`src/assert_macros.svh`:
```
// small set of concurrent assertion helpers
`ifndef ASSERT_MACROS_SVH
`define ASSERT_MACROS_SVH

// condition holds at every edge outside reset
`define ASSERT_ALWAYS(label, clk, rst, cond) \
  label: assert property (@(posedge clk) disable iff (rst) (cond)) \
    else $error("assertion failed");

// consequent holds in the same cycle as the antecedent
`define ASSERT_IMPLIES(label, clk, rst, ante, cons) \
  label: assert property (@(posedge clk) disable iff (rst) (ante) |-> (cons)) \
    else $error("assertion failed");

// consequent holds in the cycle after the antecedent
`define ASSERT_NEXT(label, clk, rst, ante, cons) \
  label: assert property (@(posedge clk) disable iff (rst) (ante) |=> (cons)) \
    else $error("assertion failed");

`endif

```
`src/mlss_pkg.sv`:
```
`default_nettype none

package mlss_pkg;

  localparam int unsigned WEIGHT_W     = 32;
  localparam int unsigned COUNT_W      = 32;
  localparam int unsigned SUM_W        = 64;
  localparam int unsigned LEVEL_BITS_W = 14;
  localparam int unsigned CATEGORY_W   = 5;
  localparam int unsigned DEF_WEIGHT_BITS = 32;

  localparam int unsigned NUM_LEVELS   = 9;
  localparam int unsigned NUM_BANKS    = 2;
  // entries per level: bank x {hit, miss}
  localparam int unsigned LANE_ENTRIES = 4;
  localparam int unsigned LANE_ADDR_W  = $clog2(LANE_ENTRIES);
  localparam int unsigned LEVEL_SEL_W  = $clog2(NUM_LEVELS);

  // level bit field positions
  localparam int unsigned BIT_NA   = 0;
  localparam int unsigned BIT_HIT  = 1;
  localparam int unsigned BIT_MISS = 2;

  // read categories beyond the per-level ones
  localparam logic [CATEGORY_W-1:0] CAT_LEVEL_END = CATEGORY_W'(2 * NUM_LEVELS);
  localparam logic [CATEGORY_W-1:0] CAT_TOTAL     = CATEGORY_W'(2 * NUM_LEVELS);
  localparam logic [CATEGORY_W-1:0] CAT_NA        = CATEGORY_W'(2 * NUM_LEVELS + 1);

  localparam logic MODE_RECORD = 1'b0;
  localparam logic MODE_READ   = 1'b1;

  // which level bits flag each level (remote pairs share one level)
  localparam logic [LEVEL_BITS_W-1:0] LEVEL_MASK [NUM_LEVELS] = '{
    14'h0008,  // l1
    14'h0020,  // l2
    14'h0040,  // l3
    14'h0010,  // line fill buffer
    14'h0080,  // local ram
    14'h0300,  // remote ram
    14'h0C00,  // remote cache
    14'h1000,  // io
    14'h2000   // uncached
  };

  typedef struct packed {
    logic                    mode;
    logic                    access_kind;
    logic [LEVEL_BITS_W-1:0] level_bits;
    logic [WEIGHT_W-1:0]     weight;
    logic [CATEGORY_W-1:0]   category;
  } item_t;

  typedef struct packed {
    logic [COUNT_W-1:0]  count;
    logic [WEIGHT_W-1:0] min_w;
    logic [WEIGHT_W-1:0] max_w;
    logic [SUM_W-1:0]    sum;
  } lane_stats_t;

  typedef struct packed {
    logic                   upd;
    logic [LANE_ADDR_W-1:0] addr;
    logic [WEIGHT_W-1:0]    weight;
  } lane_ctrl_t;

  function automatic logic [COUNT_W-1:0] sat_inc(input logic [COUNT_W-1:0] c);
    return (&c) ? c : c + COUNT_W'(1);
  endfunction

endpackage

`default_nettype wire

```
`src/mlss_level.sv`:
```
`default_nettype none

// counters of one memory level: bank x {hit, miss}
module mlss_level (
  input  logic                   clk,
  input  logic                   rst,
  input  mlss_pkg::lane_ctrl_t   ctrl,
  output mlss_pkg::lane_stats_t  stats
);
  import mlss_pkg::*;

  lane_stats_t entry [LANE_ENTRIES];
  lane_stats_t entry_next;

  assign stats = entry[ctrl.addr];

  always_comb begin
    entry_next.count = sat_inc(stats.count);
    entry_next.min_w = (ctrl.weight < stats.min_w) ? ctrl.weight : stats.min_w;
    entry_next.max_w = (ctrl.weight > stats.max_w) ? ctrl.weight : stats.max_w;
    entry_next.sum   = stats.sum + {{(SUM_W - WEIGHT_W){1'b0}}, ctrl.weight};
  end

  always_ff @(posedge clk) begin
    if (rst) begin
      for (int i = 0; i < LANE_ENTRIES; i++) begin
        entry[i].count <= '0;
        entry[i].min_w <= '1;
        entry[i].max_w <= '0;
        entry[i].sum   <= '0;
      end
    end else if (ctrl.upd) begin
      entry[ctrl.addr] <= entry_next;
    end
  end

endmodule

`default_nettype wire

```
`config.mk`:
```
export PLATFORM = sky130hd
export DESIGN_NAME = mlss_level
export DESIGN_NICKNAME = d
export VERILOG_FILES = /design/src/assert_macros.svh /design/src/mlss_pkg.sv /design/src/mlss_level.sv
export SDC_FILE = /design/constraint.sdc
export NUM_CORES = 1
export LEC_CHECK = 0
export ABC_AREA = 1
export BUFFER_PORTS_ARGS = -buffer_cell sky130_fd_sc_hd__buf_2
export CORE_MARGIN = 1
export CORE_UTILIZATION = 35
export DETAILED_ROUTE_END_ITERATION = 8
export SLEW_MARGIN = 20
export SYNTH_ARGS = -nofsm -noshare
export SYNTH_HDL_FRONTEND = slang
export SYNTH_SLANG_ARGS = --single-unit
```
`constraint.sdc`:
```
create_clock -name clk -period 6.6 [get_ports clk]
set_input_delay 1.32 -clock clk [delete_from_list [all_inputs] [get_ports clk]]
set_output_delay 1.32 -clock clk [all_outputs]
set_load 0.005 [all_outputs]
```
==> flow_results.org <==
** Outcome
- The run finished with clean final reports.

** Worst setup path
- Crit-path max FO :: 57
- The largest individual stage delay along the critical path comes from the cell sky130_fd_sc_hd__inv_6.
- Largest incremental delay on the critical path :: about 0.58 ns
- The worst setup path is launched from a primary input.
- The worst setup path is captured at an output pin.
- Required time of the critical path :: 5.28 ns
- Ordered cell list for the critical path :: buf_2, nand2_4, inv_6, buf_4, buf_4, a22oi_1, nand3_1, buf_2
- At the worst endpoint, the arrival time is around 4 ns.
- The worst setup path is of the primary input to output pin kind.

** Layout
- Once layout is complete, the cells apart from fillers number a little under 5k.
- For this run, the post-layout net count is approximately 3.8k.
- Leaving out fill and tap cells, the most frequent cells in the layout are sky130_fd_sc_hd__nand2_1 (737), sky130_fd_sc_hd__edfxtp_1 (640), sky130_fd_sc_hd__nor2_1 (585).
- Fraction of layout instances using a drive strength above 1 :: between 10% and 20%
- The largest registers in the layout are entry (640).
- Leading cell type in the layout, fill and taps excluded :: sky130_fd_sc_hd__nand2_1
- Largest reg by FF count :: entry
- Largest register FFs :: 640
- Layout overhead on the synthesized area :: 13.6%
- Measured on the finished design, the core utilization comes to between 40% and 50%.

** STA
- In the final timing run, aggregate negative setup slack is 0 ns.
- Slew @ Worst Pin :: 1.05 ns
- Worst slew margin :: between 30% and 40%
- Number of pins exceeding their max-slew limit in the final report :: 0
- On the final layout, the worst clock skew is roughly 0.019 ns.
- The worst path uses about 80% of the clock period.
- Final critical-path required period :: roughly 5.3 ns
- Setup repair after global routing missed its margin :: false
- Final Setup Violations :: 0
- Final setup margin :: around 1.3 ns
- Highest clock frequency the design can meet :: around 190 MHz
- The final hold violation count was 0.

** Placement
- After legalization and detailed placement, the total HPWL measured just under 70000 um.
- Total placed cells including tap cells :: between 4k and 5k
- Count of input and output buffers :: 196
- Prior to clock tree synthesis, the placed netlist has a worst setup slack of around 1.0 ns.
- Final weighted congestion in routability-driven placement :: 0.922

** Worst hold path
- The min-delay analysis places its worst path in the category register to register.

** Synth
- After synthesis, the share of flip-flops with an asynchronous set or reset is 0%.
- In this run, synthesis inferred 640 flip-flops with an integrated enable.
- Mean instance size in the synthesized netlist :: about 9.7 um^2
- Yosys cell types :: 56
- After synthesis, flip-flops and latches occupy a little under three fifths of the total area.
- Nets in the synthesized netlist :: 3597
- Cell area after synthesis :: roughly 34000 um^2
- Most frequently used flop master after synthesis :: sky130_fd_sc_hd__edfxtp_1
- Synthesized netlist cell count :: around 3.5k
- Yosys printed 0 warnings.
- Total of flip-flops plus latches after synthesis :: between 600 and 700

** CTS
- Clock transition at path regs :: 0.06 ns
- The clock passes through at most 3 buffers.
- For this design, the CTS-stage hold fixing added 0 buffers.
- The root buffer cell chosen for the clock tree is sky130_fd_sc_hd__clkbuf_16.
- The clock net in this run drives a total of 640 sinks.
- The H-tree generated during clock tree synthesis spans 3 levels.
- CTS tree :: yes
- Buffer count from post-CTS setup fixing :: 0
- Quantity of gates resized following cts :: 0
- Worst-skew pair later-pin latency :: 0.62 ns
- CTS Buf Count :: 70

** Global routing
- Initial antenna violation count :: 3
- The first global-routing pass estimated 160000 um of wire.
- Largest net degree at the start of global routing :: between 100 and 150
- Global routing used about 22% of the available tracks across all layers.
- Total overflow reported by the global router :: 0
- Via count of the first global-routing pass :: 25.2k

** Die
- Initial core utilization :: between 30% and 40%
- During I/O placement, the number of pins put on the boundary was between 150 and 200.
- Total Die Area :: between 90000 and 100000 um^2
- Die width :: 311 um
- Core outline area :: approximately 95000 um^2
- Vert. Die Dim :: between 300 and 400 um
- In this run the core area contains 113 standard-cell rows.

** Routing
- The detailed router placed roughly 26k vias in this run.
- The pre-antenna-repair detailed-routing pass consisted of 5 iterations.
- In the routed layout, each cell is associated on average with a via count of about 5.3.
- Remaining DRCs :: 0
- The count of nets left with antenna violations once routing finished came out at 0.
- Final routed wirelength across all metal layers :: roughly 110000 um
- Wire length per cell :: around 22 um
- Number of DRC markers in iteration 0 :: 2368

** Flow run
- Max-cap violations in this run came to 0.

** Power and ir drop
- The worst-case IR drop observed on VDD is 157 uV.
- Power spread over the standard cell area amounts to around 270 nW/um^2.
- Static leakage :: between 15 and 20 nW
## stage by stage
step                power, mW  cell area, um^2  hold slack [ns]
global route             10.6            38100            0.787
finish                   10.2            38100            0.765
CTS                      10.3            38100            0.763
floorplan                5.81            33500            0.700
global placement         6.38            35900            0.743
detailed placement       6.40            35900            0.746
## layer usage
layer | track usage [%] | wire [um] | part of all wire, % | vias up
met1 | 29.4 | 45300 | 42 | 12779
met3 | 4.06 | 8990 | 8.4 | 149
met5 | 0 | 13 | 0.012 | -
li1 | - | - | - | 12158
met2 | 35.9 | 50100 | 47 | 1047
met4 | 6.02 | 2850 | 2.7 | 2
## cells in the mapped netlist (22+ instances only)
library cell | instances | area share [%]
sky130_fd_sc_hd__a21oi_1 | 115 | 1.7
sky130_fd_sc_hd__a22oi_1 | 172 | 3.9
sky130_fd_sc_hd__and2_1 | 45 | 0.84
sky130_fd_sc_hd__clkbuf_1 | 93 | 1.0
sky130_fd_sc_hd__edfxtp_1 | 640 | 57
sky130_fd_sc_hd__ha_1 | 96 | 3.6
sky130_fd_sc_hd__inv_1 | 326 | 3.7
sky130_fd_sc_hd__nand2_1 | 741 | 8.3
sky130_fd_sc_hd__nand3_1 | 256 | 3.8
sky130_fd_sc_hd__nand3_2 | 26 | 0.78
sky130_fd_sc_hd__nand3b_1 | 43 | 0.96
sky130_fd_sc_hd__nor2_1 | 590 | 6.6
sky130_fd_sc_hd__nor2_2 | 22 | 0.41
sky130_fd_sc_hd__o21ai_0 | 36 | 0.54
sky130_fd_sc_hd__xnor2_1 | 26 | 0.68
sky130_fd_sc_hd__xor2_1 | 25 | 0.65
## path summary, 6_finish.rpt
check | start | to | slack [ns] | cells after the start
max reg2reg | entry[0][77]$_SDFFCE_PN0P_ | entry[2][77]$_SDFFCE_PN0P_ | 3.20 | 13
max | ctrl[33] | stats[143] | 1.35 | 8
min | entry[3][108]$_SDFFCE_PN1P_ | entry[0][108]$_SDFFCE_PN1P_ | 0.77 | 4
min reg2reg | entry[3][108]$_SDFFCE_PN1P_ | entry[0][108]$_SDFFCE_PN1P_ | 0.77 | 4
## power breakdown
group / internal [mW] / switching [mW]
Sequential: 4.68 / 0.0459
Clock: 2.25 / 1.65
Combinational: 0.439 / 1.15
## cells by family (layout without fill, tap and decap cells)
kind of cell	after synthesis	after routing	synth area share, %
and+or+nand+nor	1785	1785	23.3
DFF	640	640	57.3
buffers and inverters	491	703	6.23
AOI/OAI and AO/OA	396	396	7.96
adders and majority gates	97	97	3.64
xor gates and xnor gates	54	54	1.48
other	0	1	0
## worst max-delay path: cells and delay by family
family | cells | cell delay, ns
AOI/OAI and AO/OA | 1 | 0.18
buffers and inverters | 5 | 1.77
and+or+nand+nor | 2 | 0.59
## area by class of cell
type / instances / area [um^2]
Fill cell: 9393 / 56800
Sequential cell: 640 / 19200
Inverter: 332 / 1260
Clock inverter: 41 / 359
Tap cell: 1265 / 1580
Multi-Input combinational cell: 2332 / 12300
Clock buffer: 81 / 1860
Timing Repair Buffer: 249 / 1530
Antenna cell: 1 / 2.50
(Power assumes the default switching activity.)
